$ cat src/hw/rtl/brl_pkg.sv
// Shared types and constants for the Bresenham line rasterizer.
// Depends on nothing; every other file of the block uses it by scoped names.

package brl_pkg;

   localparam int COORD_BITS = 12;
   localparam int REG_BITS   = 13;
   localparam int INDEX_BITS = 24;
   localparam int ERR_BITS   = COORD_BITS + 2;
   localparam int CMP_BITS   = (COORD_BITS > REG_BITS) ? COORD_BITS : REG_BITS;
   localparam int SUM_BITS   = (COORD_BITS + REG_BITS >= INDEX_BITS) ?
                               (COORD_BITS + REG_BITS) : INDEX_BITS;
   localparam int CSR_INDEX_BITS = 2;

   localparam logic [REG_BITS-1:0] FRAME_WIDTH_RESET  = REG_BITS'(1024);
   localparam logic [REG_BITS-1:0] FRAME_HEIGHT_RESET = REG_BITS'(768);

   localparam logic [CSR_INDEX_BITS-1:0] CSR_FRAME_WIDTH  = CSR_INDEX_BITS'(0);
   localparam logic [CSR_INDEX_BITS-1:0] CSR_FRAME_HEIGHT = CSR_INDEX_BITS'(1);

   typedef enum logic {
      OP_LOAD = 1'b0,
      OP_STEP = 1'b1
   } op_type;

   typedef struct packed {
      logic                         req_type;
      logic signed [COORD_BITS-1:0] start_x;
      logic signed [COORD_BITS-1:0] start_y;
      logic signed [COORD_BITS-1:0] end_x;
      logic signed [COORD_BITS-1:0] end_y;
   } req_payload_type;

   typedef struct packed {
      logic signed [COORD_BITS-1:0] pixel_x;
      logic signed [COORD_BITS-1:0] pixel_y;
      logic        [INDEX_BITS-1:0] pixel_index;
      logic                         in_frame;
      logic                         last;
   } rsp_payload_type;

   // Classified command passed from the front end to the draw engine.
   typedef struct packed {
      op_type                       op;
      logic signed [COORD_BITS-1:0] start_x;
      logic signed [COORD_BITS-1:0] start_y;
      logic signed [COORD_BITS-1:0] end_x;
      logic signed [COORD_BITS-1:0] end_y;
      logic        [COORD_BITS-1:0] delta_x;
      logic        [COORD_BITS-1:0] delta_y;
      logic                         step_x_negative;
      logic                         step_y_negative;
      logic signed [ERR_BITS-1:0]   error_init;
      logic                         nonzero;
   } cmd_type;

   typedef struct packed {
      logic    valid;
      cmd_type cmd;
   } queue_head_type;

endpackage

$ cat src/hw/rtl/bresenham_line_rasterizer.sv
// Bresenham line rasterizer: requests pass the queue, then the result register.
// Throughput one item per cycle unless stalled; one error update per step.
// Front end and draw engine are split by a two-entry command queue.
// Synchronous active-high reset empties the queue, drops any line, clears
// the result valid flag and sets frame width 1024, height 768.
// Depends on brl_pkg, brl_front, brl_queue and brl_back.

module bresenham_line_rasterizer (
   input  logic                                  clock,
   input  logic                                  reset,
   // request channel
   input  logic                                  req_valid,
   output logic                                  req_ready,
   input  brl_pkg::req_payload_type              req_data,
   // result channel
   output logic                                  rsp_valid,
   input  logic                                  rsp_ready,
   output brl_pkg::rsp_payload_type              rsp_data,
   // register write port
   input  logic                                  csr_we,
   input  logic [brl_pkg::CSR_INDEX_BITS-1:0]    csr_index,
   input  logic [brl_pkg::REG_BITS-1:0]          csr_wdata
);

   logic [brl_pkg::REG_BITS-1:0] frame_width_ff, frame_width_in;
   logic [brl_pkg::REG_BITS-1:0] frame_height_ff, frame_height_in;

   logic                    queue_full;
   logic                    push;
   brl_pkg::cmd_type        push_cmd;
   logic                    pop;
   brl_pkg::queue_head_type head;

   // Register writes; an index beyond the list is dropped.
   always_comb begin
      frame_width_in  = frame_width_ff;
      frame_height_in = frame_height_ff;
      if (csr_we) begin
         unique case (csr_index)
            brl_pkg::CSR_FRAME_WIDTH:  frame_width_in  = csr_wdata;
            brl_pkg::CSR_FRAME_HEIGHT: frame_height_in = csr_wdata;
            default: ;
         endcase
      end
   end

   always_ff @(posedge clock) begin
      if (reset) begin
         frame_width_ff  <= brl_pkg::FRAME_WIDTH_RESET;
         frame_height_ff <= brl_pkg::FRAME_HEIGHT_RESET;
      end else begin
         frame_width_ff  <= frame_width_in;
         frame_height_ff <= frame_height_in;
      end
   end

   // Classify each request transfer and precompute the load setup.
   brl_front u_front (
      .req_valid  (req_valid),
      .req_ready  (req_ready),
      .req_data   (req_data),
      .queue_full (queue_full),
      .push       (push),
      .push_cmd   (push_cmd)
   );

   // Hold commands so either side can stall on its own.
   brl_queue u_queue (
      .clock    (clock),
      .reset    (reset),
      .push     (push),
      .push_cmd (push_cmd),
      .full     (queue_full),
      .pop      (pop),
      .head     (head)
   );

   // Advance the line and register one pixel per step.
   brl_back u_back (
      .clock        (clock),
      .reset        (reset),
      .head         (head),
      .pop          (pop),
      .frame_width  (frame_width_ff),
      .frame_height (frame_height_ff),
      .rsp_valid    (rsp_valid),
      .rsp_ready    (rsp_ready),
      .rsp_data     (rsp_data)
   );

endmodule

$ cat src/hw/rtl/brl_front.sv
// Front end of the line rasterizer: accepts request transfers and classifies them.
// Depends on brl_pkg for the request payload and command types.

module brl_front (
   input  logic                     req_valid,
   output logic                     req_ready,
   input  brl_pkg::req_payload_type req_data,
   input  logic                     queue_full,
   output logic                     push,
   output brl_pkg::cmd_type         push_cmd
);

   logic signed [brl_pkg::COORD_BITS:0] diff_x;
   logic signed [brl_pkg::COORD_BITS:0] diff_y;
   logic        [brl_pkg::COORD_BITS:0] abs_x;
   logic        [brl_pkg::COORD_BITS:0] abs_y;
   logic        [brl_pkg::COORD_BITS-1:0] half_x;
   logic        [brl_pkg::COORD_BITS-1:0] half_y;

   assign req_ready = !queue_full;
   assign push      = req_valid && !queue_full;

   always_comb begin
      diff_x = (brl_pkg::COORD_BITS+1)'(req_data.end_x) -
               (brl_pkg::COORD_BITS+1)'(req_data.start_x);
      diff_y = (brl_pkg::COORD_BITS+1)'(req_data.end_y) -
               (brl_pkg::COORD_BITS+1)'(req_data.start_y);
      abs_x  = diff_x[brl_pkg::COORD_BITS] ? -diff_x : diff_x;
      abs_y  = diff_y[brl_pkg::COORD_BITS] ? -diff_y : diff_y;
      half_x = abs_x[brl_pkg::COORD_BITS:1];
      half_y = abs_y[brl_pkg::COORD_BITS:1];

      push_cmd.op = (req_data.req_type == brl_pkg::OP_STEP) ?
                    brl_pkg::OP_STEP : brl_pkg::OP_LOAD;
      push_cmd.start_x = req_data.start_x;
      push_cmd.start_y = req_data.start_y;
      push_cmd.end_x   = req_data.end_x;
      push_cmd.end_y   = req_data.end_y;
      push_cmd.delta_x = abs_x[brl_pkg::COORD_BITS-1:0];
      push_cmd.delta_y = abs_y[brl_pkg::COORD_BITS-1:0];
      push_cmd.step_x_negative = !(req_data.start_x < req_data.end_x);
      push_cmd.step_y_negative = !(req_data.start_y < req_data.end_y);
      // Error starts at half the major delta, negative when y dominates or ties.
      if (abs_x > abs_y) begin
         push_cmd.error_init = signed'(brl_pkg::ERR_BITS'(half_x));
      end else begin
         push_cmd.error_init = -signed'(brl_pkg::ERR_BITS'(half_y));
      end
      push_cmd.nonzero = (req_data.start_x != req_data.end_x) ||
                         (req_data.start_y != req_data.end_y);
   end

endmodule

$ cat src/hw/rtl/brl_queue.sv
// Two-entry command queue between the front end and the draw engine.
// Depends on brl_pkg for the command and queue head types.

module brl_queue (
   input  logic                    clock,
   input  logic                    reset,
   input  logic                    push,
   input  brl_pkg::cmd_type        push_cmd,
   output logic                    full,
   input  logic                    pop,
   output brl_pkg::queue_head_type head
);

   brl_pkg::cmd_type entry_ff [2];
   logic             wr_ptr_ff;
   logic             wr_ptr_in;
   logic             rd_ptr_ff;
   logic             rd_ptr_in;
   logic [1:0]       count_ff;
   logic [1:0]       count_in;

   assign full       = (count_ff == 2'd2);
   assign head.valid = (count_ff != 2'd0);
   assign head.cmd   = entry_ff[rd_ptr_ff];

   always_comb begin
      wr_ptr_in = push ? !wr_ptr_ff : wr_ptr_ff;
      rd_ptr_in = pop  ? !rd_ptr_ff : rd_ptr_ff;
      count_in  = count_ff + 2'(push) - 2'(pop);
   end

   always_ff @(posedge clock) begin
      if (reset) begin
         wr_ptr_ff <= 1'b0;
         rd_ptr_ff <= 1'b0;
         count_ff  <= 2'd0;
      end else begin
         wr_ptr_ff <= wr_ptr_in;
         rd_ptr_ff <= rd_ptr_in;
         count_ff  <= count_in;
      end
   end

   always_ff @(posedge clock) begin
      if (push) begin
         entry_ff[wr_ptr_ff] <= push_cmd;
      end
   end

endmodule

$ cat src/hw/rtl/brl_back.sv
// Draw engine: holds the line state, runs one Bresenham step per step
// command on an active line and registers the pixel result.
// Depends on brl_pkg for the command, queue head and result types.

module brl_back (
   input  logic                           clock,
   input  logic                           reset,
   input  brl_pkg::queue_head_type        head,
   output logic                           pop,
   input  logic [brl_pkg::REG_BITS-1:0]   frame_width,
   input  logic [brl_pkg::REG_BITS-1:0]   frame_height,
   output logic                           rsp_valid,
   input  logic                           rsp_ready,
   output brl_pkg::rsp_payload_type       rsp_data
);

   localparam int CB = brl_pkg::COORD_BITS;
   localparam int EB = brl_pkg::ERR_BITS;

   logic signed [CB-1:0] cur_x_ff, cur_x_in;
   logic signed [CB-1:0] cur_y_ff, cur_y_in;
   logic signed [CB-1:0] tgt_x_ff, tgt_x_in;
   logic signed [CB-1:0] tgt_y_ff, tgt_y_in;
   logic        [CB-1:0] dx_ff, dx_in;
   logic        [CB-1:0] dy_ff, dy_in;
   logic                 neg_x_ff, neg_x_in;
   logic                 neg_y_ff, neg_y_in;
   logic signed [EB-1:0] err_ff, err_in;
   logic                 active_ff, active_in;
   logic                 rsp_valid_ff, rsp_valid_in;
   brl_pkg::rsp_payload_type rsp_data_ff, rsp_data_in;

   logic                 out_free;
   logic                 is_load;
   logic                 emit;
   logic signed [EB-1:0] dx_ext;
   logic signed [EB-1:0] dy_ext;
   logic                 take_x;
   logic                 take_y;
   logic signed [CB-1:0] next_x;
   logic signed [CB-1:0] next_y;
   logic                 in_bounds;
   logic [brl_pkg::CMP_BITS-1:0] px_cmp;
   logic [brl_pkg::CMP_BITS-1:0] py_cmp;
   logic [brl_pkg::SUM_BITS-1:0] idx_sum;

   assign out_free  = !rsp_valid_ff || rsp_ready;
   assign is_load   = (head.cmd.op == brl_pkg::OP_LOAD);
   assign pop       = head.valid && (is_load || out_free);
   assign emit      = pop && !is_load && active_ff;
   assign rsp_valid = rsp_valid_ff;
   assign rsp_data  = rsp_data_ff;

   // One Bresenham step from the current point.
   always_comb begin
      dx_ext = signed'(EB'(dx_ff));
      dy_ext = signed'(EB'(dy_ff));
      take_x = (err_ff > -dx_ext);
      take_y = (err_ff < dy_ext);
      next_x = cur_x_ff;
      next_y = cur_y_ff;
      if (take_x) begin
         next_x = neg_x_ff ? cur_x_ff - CB'(1) : cur_x_ff + CB'(1);
      end
      if (take_y) begin
         next_y = neg_y_ff ? cur_y_ff - CB'(1) : cur_y_ff + CB'(1);
      end
   end

   // Pixel result for the current point.
   always_comb begin
      px_cmp = brl_pkg::CMP_BITS'(unsigned'(cur_x_ff));
      py_cmp = brl_pkg::CMP_BITS'(unsigned'(cur_y_ff));
      in_bounds = !cur_x_ff[CB-1] && !cur_y_ff[CB-1] &&
                  (px_cmp < brl_pkg::CMP_BITS'(frame_width)) &&
                  (py_cmp < brl_pkg::CMP_BITS'(frame_height));
      idx_sum = brl_pkg::SUM_BITS'(unsigned'(cur_y_ff)) *
                brl_pkg::SUM_BITS'(frame_width) +
                brl_pkg::SUM_BITS'(unsigned'(cur_x_ff));
      rsp_data_in.pixel_x     = cur_x_ff;
      rsp_data_in.pixel_y     = cur_y_ff;
      rsp_data_in.pixel_index = in_bounds ? idx_sum[brl_pkg::INDEX_BITS-1:0] :
                                            brl_pkg::INDEX_BITS'(0);
      rsp_data_in.in_frame    = in_bounds;
      rsp_data_in.last        = (next_x == tgt_x_ff) && (next_y == tgt_y_ff);
   end

   always_comb begin
      cur_x_in  = cur_x_ff;
      cur_y_in  = cur_y_ff;
      tgt_x_in  = tgt_x_ff;
      tgt_y_in  = tgt_y_ff;
      dx_in     = dx_ff;
      dy_in     = dy_ff;
      neg_x_in  = neg_x_ff;
      neg_y_in  = neg_y_ff;
      err_in    = err_ff;
      active_in = active_ff;
      if (pop && is_load) begin
         cur_x_in  = head.cmd.start_x;
         cur_y_in  = head.cmd.start_y;
         tgt_x_in  = head.cmd.end_x;
         tgt_y_in  = head.cmd.end_y;
         dx_in     = head.cmd.delta_x;
         dy_in     = head.cmd.delta_y;
         neg_x_in  = head.cmd.step_x_negative;
         neg_y_in  = head.cmd.step_y_negative;
         err_in    = head.cmd.error_init;
         active_in = head.cmd.nonzero;
      end else if (emit) begin
         cur_x_in  = next_x;
         cur_y_in  = next_y;
         err_in    = err_ff - (take_x ? dy_ext : EB'(0)) + (take_y ? dx_ext : EB'(0));
         active_in = !rsp_data_in.last;
      end
   end

   always_comb begin
      if (emit) begin
         rsp_valid_in = 1'b1;
      end else if (rsp_ready) begin
         rsp_valid_in = 1'b0;
      end else begin
         rsp_valid_in = rsp_valid_ff;
      end
   end

   always_ff @(posedge clock) begin
      if (reset) begin
         active_ff    <= 1'b0;
         rsp_valid_ff <= 1'b0;
      end else begin
         active_ff    <= active_in;
         rsp_valid_ff <= rsp_valid_in;
      end
   end

   always_ff @(posedge clock) begin
      cur_x_ff <= cur_x_in;
      cur_y_ff <= cur_y_in;
      tgt_x_ff <= tgt_x_in;
      tgt_y_ff <= tgt_y_in;
      dx_ff    <= dx_in;
      dy_ff    <= dy_in;
      neg_x_ff <= neg_x_in;
      neg_y_ff <= neg_y_in;
      err_ff   <= err_in;
      if (emit) begin
         rsp_data_ff <= rsp_data_in;
      end
   end

endmodule

$ cat config.mk
export PLATFORM = sky130hd
export DESIGN_NAME = bresenham_line_rasterizer
export DESIGN_NICKNAME = d
export VERILOG_FILES = /design/src/hw/rtl/brl_pkg.sv /design/src/hw/rtl/bresenham_line_rasterizer.sv /design/src/hw/rtl/brl_front.sv /design/src/hw/rtl/brl_queue.sv /design/src/hw/rtl/brl_back.sv
export SDC_FILE = /design/constraint.sdc
export NUM_CORES = 1
export LEC_CHECK = 0
export BUFFER_PORTS_ARGS = -buffer_cell sky130_fd_sc_hd__buf_2
export CAP_MARGIN = 20
export CORE_MARGIN = 8
export CORE_UTILIZATION = 60
export DETAILED_ROUTE_END_ITERATION = 8
export PLACE_DENSITY_LB_ADDON = 0.1
export SYNTH_ARGS = -nofsm -noshare
export SYNTH_HDL_FRONTEND = slang
export SYNTH_HIERARCHICAL = 1
export SYNTH_SLANG_ARGS = --single-unit
$ cat constraint.sdc
create_clock -name clock -period 7.2 [get_ports clock]
set_clock_uncertainty 0.05 [all_clocks]
set_input_delay 0.72 -clock clock [delete_from_list [all_inputs] [get_ports clock]]
set_output_delay 0.72 -clock clock [all_outputs]
set_load 0.02 [all_outputs]
# ---- Word level (Yosys, flattened, before mapping)
# Memory sizes are Yosys's and may differ from the RTL's. A register that Yosys moved wholly into a read port is not among the register bits.
# Cells that the tools add are included.
dict set report op_classes {
  n_addsub 15
  n_mul 1
  order_cmp 7
  n_eq_ne 6
  mux 24
  n_bitwise 1
  reduce_logical 27
}
# cell count
set ops {}
lappend ops {{$mux W12} 10}
lappend ops {{$mux W14} 3}
lappend ops {{$neg A12 Y14} 2}
lappend ops {{$lt A12 B13 Y1} 2}
lappend ops {{$mux W13} 2}
lappend ops {{$neg A13 Y13} 2}
lappend ops {{$sub A12 B12 Y13} 2}
lappend ops {{$add A12 B2 Y12 const B} 2}
lappend ops {{$add A24 B12 Y24} 1}
lappend ops {{$eq A12 B12 Y1} 2}
lappend ops {{$lt A12 B12 Y1} 2}
lappend ops {{$mul A12 B13 Y24} 1}
lappend ops {{$ne A12 B12 Y1} 2}
lappend ops {{$sub A12 B2 Y12 const B} 2}
lappend ops {{$add A14 B14 Y14} 1}
lappend ops {{$gt A14 B14 Y1} 1}
lappend ops {{$lt A14 B13 Y1} 1}
lappend ops {{$sub A14 B14 Y14} 1}
lappend ops {{$gt A13 B13 Y1} 1}
lappend ops {{$logic_and A1 B1 Y1} 9}
lappend ops {{$logic_not A1 Y1} 9}
lappend ops {{$mux W1} 9}
lappend ops {{$reduce_bool A2 Y1} 3}
lappend ops {{$reduce_and A2 Y1} 2}
lappend ops {{7 further kinds} 9}
dict set report totals {
  ff_bits 170
  ramBits 180
  inputBits 69
  out_inout_bits 52
  n_memories 1
}
# name words width rd rd_ports_with_merged_regs wr line
set memory_table {}
lappend memory_table {u_queue.entry_ff 2 90 1 1 1 brl_queue.sv:14} ;# brl_pkg::cmd_type entry_ff [2];

# ---- Depth between registers and ports, before layout
# Gate-level depths: netlist of run 1.
dict set report depth {
  ltp_word 8
  ltp_mapped 29
  ltp_nobuf 27
}

# ---- By module
# The synthesis of run 1 kept the hierarchy.
# mod instances cells_per_inst area_each_um2 seq_area_each_um2
set by_module_without_submodules {}
lappend by_module_without_submodules {brl_back 1 1456 14311.2 4184.0}
lappend by_module_without_submodules {brl_queue 1 301 7166.9 5505.3}
lappend by_module_without_submodules {brl_front 1 434 3064.2 0.0}
lappend by_module_without_submodules {bresenham_line_rasterizer 1 104 1107.3 520.5}

# ---- Worst setup path after synthesis of run 1
# No wires, ideal clock.
dict set report synth_timing {
  path_kind {register to register}
  from {register u_back.dx_ff[3]}
  to {register u_back.err_ff[12], data pin}
  setup_time_ps 267
  arrival_ps 5801
  t_required_ps 6883
  path_slack_ps 1082
  path_stages_with_launch 29
  synth_period_minus_slack_ps 6118
  path_cell_list {edfxtp_1 > or4_1 > nor4_1 > nand2_1 > nor3_1 > xor2_1 > ha_1 > and3_1 > and3_4 > o2111ai_1 > nand4_1 > a31oi_4 > buf_4 > buf_2 > clkbuf_1 > nor2_1 > fa_1 > inv_1 > ha_1 > nor2b_1 > o21ai_0 > a21boi_0 > o21ai_0 > a21boi_0 > o21ai_0 > a21o_1 > a21boi_0 > xnor2_1 > o21ai_0}
}
dict set report synth_via {
  elab_chain_cells 7
  word_cells_on_any_way 8
  cone_classes {add/sub: 3; order compare: 1; mux: 4}
}
# item line
set synth_lines {}
lappend synth_lines {{start: declaration} brl_back.sv:24} ;# logic [CB-1:0] dx_ff, dx_in;
lappend synth_lines {{start signal: assignment} brl_back.sv:143} ;# dx_ff <= dx_in;
lappend synth_lines {{$neg A12 Y14} brl_back.sv:58} ;# take_x = (err_ff > -dx_ext);
lappend synth_lines {{$gt A14 B14 Y1} brl_back.sv:58}
lappend synth_lines {{$mux W12} brl_back.sv:113} ;# err_in = err_ff - (take_x ? dy_ext : EB'(0)) + (take_y ? dx_ext : EB'(0));
lappend synth_lines {{$sub A14 B14 Y14} brl_back.sv:113}
lappend synth_lines {{$add A14 B14 Y14 (*)} brl_back.sv:113}
lappend synth_lines {{$mux W14 (*)} brl_back.sv:110} ;# end else if (emit) begin
lappend synth_lines {{$mux W14 (*)} brl_back.sv:99} ;# if (pop && is_load) begin
lappend synth_lines {{via u_back.err_in[12]} brl_back.sv:28} ;# logic signed [EB-1:0] err_ff, err_in;
lappend synth_lines {{end signal: assignment} brl_back.sv:147} ;# err_ff <= err_in;
lappend synth_lines {{end: declaration} brl_back.sv:28}
# The timed path passes the listed nets; every way through them passes the cells marked *. The select of a mux whose other input is x is not followed.
# A chain may end at the register's enable or synchronous reset.

# ---- Final worst setup path of run 1
dict set report layout_timing {
  from {register u_back.cur_y_ff[2]}
  to {register u_back.rsp_data_ff, in the netlist u_back/rsp_data[24], data pin}
}
dict set report layout_via {
  elab_chain_cells 2
  word_cells_on_any_way 4
  cone_classes {add/sub: 1; mul: 1; order compare: 1; reduce/logical: 1}
}
# item line
set layout_lines {}
lappend layout_lines {{start: declaration} brl_back.sv:21} ;# logic signed [CB-1:0] cur_y_ff, cur_y_in;
lappend layout_lines {{start signal: assignment} brl_back.sv:140} ;# cur_y_ff <= cur_y_in;
lappend layout_lines {{$mul A12 B13 Y24 or $lt A12 B13 Y1 (tied branches)} {brl_back.sv:77, brl_back.sv:76}}
lappend layout_lines {{$add A24 B12 Y24 or $logic_and A1 B1 Y1 (tied branches)} {brl_back.sv:78, brl_back.sv:75}}
lappend layout_lines {{end signal: assignment} brl_back.sv:149} ;# rsp_data_ff <= rsp_data_in;
lappend layout_lines {{end: declaration} brl_back.sv:31} ;# brl_pkg::rsp_payload_type rsp_data_ff, rsp_data_in;
# Several ways; a longest one is shown, not always the timed one.

==> results of run 1 <==
[synthesized netlist by cell type (7+ instances only)]
library cell	count
o21bai_1	10
a21oi_1	81
and2_1	49
inv_1	304
or3_1	8
o2111ai_1	7
edfxtp_1	318
nand4_1	11
and3_1	14
o211ai_1	11
o21ai_0	64
xor2_1	58
fa_1	136
mux2_4	98
o31ai_1	8
nor2_1	140
nor4_1	15
dfxtp_1	33
nand3_1	17
nand2b_1	52
clkbuf_1	47
a211oi_1	9
buf_4	52
ha_1	193
nand2_1	202
xnor2_1	74
o21a_1	14
buf_12	9
a21o_1	31
nor3_1	24
a31oi_1	19
nor2b_1	20
mux2i_1	45
[cell type report]
type | instances | area share [%]
Inverter | 305 | 4.14
Clock inverter | 22 | 0.861
Multi-Input combinational cell | 1522 | 48.8
Sequential cell | 351 | 37.0
Tap cell | 539 | 2.44
Clock buffer | 45 | 3.61
Timing Repair Buffer | 155 | 3.17
[sequential cells by signal (all words and copies together), names as in the netlist, 12 cells and up, named ones only]
name / cells
frame_height_ff: 13
frame_width_ff: 13
u_back/cur_x_ff: 12
u_back/cur_y_ff: 12
u_back/dx_ff: 12
u_back/dy_ff: 12
u_back/err_ff: 14
u_back/rsp_data: 50
u_back/tgt_x_ff: 12
u_back/tgt_y_ff: 12
u_queue/entry_ff: 180
[cells in the final DEF, fill, tap and decap left out, types with 52 or more instances in the layout]
cell type,n
o21ai_0,64
fa_1,136
xnor2_1,74
nor2_1,140
ha_1,193
nand2b_1,52
edfxtp_1,318
mux2_4,98
buf_2,120
inv_1,303
nand2_1,202
xor2_1,58
a21oi_1,81
[per-layer routing]
metal | share of wire [%] | track usage (%)
met1 | 41 | 29.3
met2 | 50 | 43.2
met3 | 4.5 | 3.24
met4 | 4.6 | 11.5
met5 | 0 | 0
[logic make-up (layout without fill, tap and decap cells)]
logic type | count (synthesis) | after routing
buffers and inverters | 422 | 527
muxes | 147 | 147
DFF | 351 | 351
adders and majority gates | 331 | 331
and+or+nand+nor | 588 | 588
AOI/OAI and AO/OA | 316 | 316
xor gates and xnor gates | 140 | 140
[power by group through the flow]
stage          sequential (mW)  combinational (mW)  clock (mW)
2_1_floorplan             3.40                5.49           0
3_3_place_gp              3.57                6.84           0
3_5_place_dp              3.59                7.00           0
4_1_cts                   3.55                7.05        1.99
5_1_grt                   3.60                7.90        2.06
6_report                  3.55                7.06        1.95
[worst max path at each step]
stage	cells past startpoint	slack [ns]	endpoint
after floorplan	28	1.08	u_back/err_ff[12]$_DFFE_PP_
after global placement	20	0.92	u_back/rsp_data[24]$_SDFFCE_PN0P_
after detailed placement	20	0.79	u_back/rsp_data[24]$_SDFFCE_PN0P_
after CTS	20	0.77	u_back/rsp_data[24]$_SDFFCE_PN0P_
after global routing	20	0.40	u_back/rsp_data[24]$_SDFFCE_PN0P_
final	20	0.76	u_back/rsp_data[24]$_SDFFCE_PN0P_
==> results.toml, run 1 <==
[status]
status = "finished, final reports clean"

[logic_synthesis]
synth-async-reset-ratio_pct = 0
netlist_area_um2 = 25600
synth-xor-area-share_pct = 5.14
synth_top_area_share_pct = 37.2
syn_nets = 2693
yosys.area.top_type = "edfxtp_1"
synth_compound_area_share_pct = 8.40
synth_edf_count = 318
ys_seq_elements = 351
yosysSeqAreaShare_pct = 39.8
synth_area_leaders = "edfxtp_1 (37%), fa_1 (11%), ha_1 (9.4%), mux2_4 (5.7%), inv_1 (4.4%)"
yosys.area_share.simple_pct = 11.2
yosysWarnings = 6
synth_cell_type_count = 97
synthCells = 2295
ys.flop_type = "edfxtp_1"
synth_top_family_by_area = "adder cells"
yosys.area_share.adder_pct = 20.1
muxShareOfSynthArea_pct = 7.67
syn-mean-instance-area_um2 = 11.2

[route]
antenna_left = 0
first_pass_iters = 8
drt_iter0_markers = 1161
vias = 16900
remaining_drc_errors = 0
viasPerCell = 5.76
routed_wl_um = 60100
avgRoutedWirePerCell_um = 20.4

[setup_path]
r2r_setup_slack_ns = 0.76
crit_buf_inv = 3
crit_chain = "nand2_1 > fa_1 > inv_1 > fa_1 > fa_1 > inv_1 > fa_1 > fa_1 > inv_1 > ha_1 > a41o_1 > a21oi_1 > o31ai_1 > a311oi_1 > o21ai_0 > o211ai_1 > o21ai_0 > o31ai_1 > xor2_1 > nor2_1"
cp_top_family = "adder cells"
timing.rr.end = "u_back/rsp_data[24]$_SDFFCE_PN0P_"
crit_path_max_incr_delay_ns = 0.78
regToRegStartpoint = "u_back/cur_y_ff[2]$_DFFE_PP_"
cp_max_fo = 18
arrival_ns = 6.70
end_kind = "flip-flop"
critPathKind = "flip-flop to flip-flop"
cp_data_required_time_ns = 7.46
critPathLaunchType = "flip-flop"
critical_path.startpoint = "u_back/cur_y_ff[2]$_DFFE_PP_"
crit_top_cell = "fa_1"
cpMaxStageDelayCell = "edfxtp_1"
reg2reg_depth = 20

[cts]
cts_sinks = 351
htree_levels = 2
cts_tree = "built"
cts_buffers = 39
ctsResizeCount = 0
cts_max_path_buffers = 3
clk_latency_ns = 0.56
ctsHoldBuffers = 0
post_cts_buffers = 0
root_buffer = "clkbuf_16"
path_clk_slew_ns = 0.06

[global_route]
grt_pass1_wl_um = 95900
grt_overflow = 0
grt_max_degree = 72
grt_usage_pct = 24.4
grt_pass1_vias = 17900
antenna_found_initial = 0

[pwr]
clkPwrFrac_pct = 15.5
p_switching_mw = 5.34
combPwrFrac_pct = 56.2
cellInternalPower_mw = 7.21
peakVddDrop_uv = 275
share_seq_of_total_power_pct = 28.3
sw_frac_of_total_pct = 42.5
p_per_area_nw_per_um2 = 454
power.total_mw = 12.6
leakage_nw = 12.0

[final_layout]
multiInputGateArea_um2 = 13500
nets = 2772
instances_no_fill = 2939
syn2layout_area_growth_pct = 7.71
ff_latch_area_um2 = 10200
final_core_util_pct = 65.7
diodes = 0
design_area_um2 = 27600
drive_gt1_share_pct = 14.7
n_fill_cell = 3259

[timing]
hold_violations = 0
rsz0062_at_grt = "false"
worst_slack_ns = 0.761
worst_slew_pin_slew_ns = 1.08
setup_viol = 0
period_share_pct = 89.4
finalSetupTns_ns = 0
maxSlewViolCount = 0
fmax_ghz = 0.155
slew_headroom_pct = 27.7
whs_ns = 0.301
finalCriticalPeriod_ns = 6.44

[hold_path]
whs_path_depth = 1
hold_end = "u_queue/entry_ff[0][89]$_DFFE_PP_"
hp-start = "req_data[48]"
worstHoldPathType = "input pin to flip-flop"

[die]
fp-row-count = 75
core_um2 = 42000
die_h_um = 223
initial_core_util_pct = 61.0
die_x_um = 223
ios = 121
die_area_um2 = 49600

[run]
drv_cap = 0

[placed_design]
pre_cts_ws_ns = 0.795
globalplace.congestion = 0.912
io_buffer_count = 120
dp_cells = 2871
dp_hpwl_um = 46400
place_area_um2 = 26400
No activity file was read; power rests on OpenSTA's default activity.
==> run 2, diff against run 1 <==
CELL_PAD_IN_SITES_DETAIL_PLACEMENT = 1   (was default)
CELL_PAD_IN_SITES_GLOBAL_PLACEMENT = 1   (was default)
CORE_MARGIN = default   (was 8)
CORE_UTILIZATION = 51   (was 60)
==> results.toml, run 2 (synthesis gave the netlist of run 1 again) <==
[setup_path]
r2r_setup_slack_ns = 0.71
critPathKind = "flip-flop to flip-flop"
critPathLaunchType = "flip-flop"
cp_data_required_time_ns = 7.46
arrival_ns = 6.74
cp_max_fo = 14
reg2reg_depth = 18
end_kind = "flip-flop"

[route]
viasPerCell = 5.55
routed_wl_um = 66300
avgRoutedWirePerCell_um = 21.5
drt_iter0_markers = 665
remaining_drc_errors = 0
antenna_left = 0
first_pass_iters = 5
vias = 17100

[timing]
worst_slack_ns = 0.714
period_share_pct = 90.1
slew_headroom_pct = 29.1
finalSetupTns_ns = 0
fmax_ghz = 0.154
rsz0062_at_grt = "false"
finalCriticalPeriod_ns = 6.49
worst_slew_pin_slew_ns = 1.06
hold_violations = 0
maxSlewViolCount = 0
setup_viol = 0

[die]
ios = 121
die_area_um2 = 51200
die_x_um = 226
core_um2 = 49300
initial_core_util_pct = 52.1
die_h_um = 226
fp-row-count = 81

[run]
drv_cap = 0

[cts]
cts_buffers = 40
ctsResizeCount = 0
cts_max_path_buffers = 3
clk_latency_ns = 0.58
post_cts_buffers = 0
root_buffer = "clkbuf_16"
cts_tree = "built"
htree_levels = 2
ctsHoldBuffers = 0
path_clk_slew_ns = 0.07
cts_sinks = 351

[global_route]
grt_pass1_vias = 18500
antenna_found_initial = 0
grt_usage_pct = 26.6
grt_pass1_wl_um = 104000
grt_overflow = 0
grt_max_degree = 71

[final_layout]
final_common_cell = "edfxtp_1"
diodes = 0
syn2layout_area_growth_pct = 8.64
largest_register_ffs = 180
drive_gt1_share_pct = 15.0
top_register = "u_queue/entry_ff"
final_core_util_pct = 56.6
layout_common_cells = "edfxtp_1 (318), inv_1 (303), nand2_1 (202)"
nets = 2779

[hold_path]
whs_path_depth = 1
worstHoldPathType = "input pin to flip-flop"

[pwr]
p_per_area_nw_per_um2 = 462
peakVddDrop_uv = 219
power.total_mw = 12.9
leakage_nw = 12.0

[placed_design]
pre_cts_ws_ns = 0.676
dp_hpwl_um = 51100
globalplace.congestion = 0.902
io_buffer_count = 120

[status]
status = "finished, final reports clean"
-- run 2: where the power goes --
group	total (mW)	internal, mW	switching [mW]	leakage (nW)
clock network	2.01	1.14	0.867	0.609
logic	7.31	3.07	4.24	8.20
registers	3.55	3.05	0.506	3.20
total	12.9	7.26	5.61	12.0
-- run 2: path summary, 6_finish.rpt --
path,startpoint,endpoint
max,u_back/cur_y_ff[2]$_DFFE_PP_,u_back/rsp_data[20]$_SDFFCE_PN0P_
min,req_data[41],u_queue/entry_ff[1][82]$_DFFE_PP_
max reg2reg,u_back/cur_y_ff[2]$_DFFE_PP_,u_back/rsp_data[20]$_SDFFCE_PN0P_
min reg2reg,frame_height_ff[11]$_SDFFE_PP0P_,frame_height_ff[11]$_SDFFE_PP0P_
-- run 2: per-stage QoR --
stage                     cell area [µm²]  hold slack (ns)  instances
after floorplan                     25600            0.399       2295
after global placement              26600            0.413       3002
after detailed placement            26600            0.415       3002
after CTS                           27800            0.253       3075
after global routing                27900            0.266       3076
final                               27900            0.291       3076
-- run 2: layout make-up --
cell class	count	area, µm²
inverters	305	1140
fillers	5262	21400
clock buffers	48	1030
repair buffers	161	921
clock inverters	25	243
well taps	664	831
multi-input cells	1522	13500
flip-flops and latches	351	10200
-- run 2: per-layer routing --
| metal | wire (µm) | part of all wire [%] | global-route usage, % |
|---|---|---|---|
| met1 | 28500 | 43 | 33.4 |
| met4 | 2320 | 3.5 | 10.5 |
| met5 | 0 | 0 | 0 |
| met3 | 2350 | 3.6 | 2.85 |
| met2 | 33100 | 50 | 46.7 |
-- run 2: worst max-delay path, cell delays in order (launching register included) --
cell and delay (ns):
edfxtp_1 0.74, nand2_1 0.19, fa_1 0.56, inv_1 0.05, fa_1 0.50, fa_1 0.53
inv_1 0.05, fa_1 0.46, fa_1 0.54, inv_1 0.04, ha_1 0.43, nand3_1 0.13
o31ai_1 0.50, a311oi_1 0.23, o21ai_0 0.24, o211ai_1 0.23, nor2_1 0.18, o21ai_0 0.11
a211oi_1 0.45
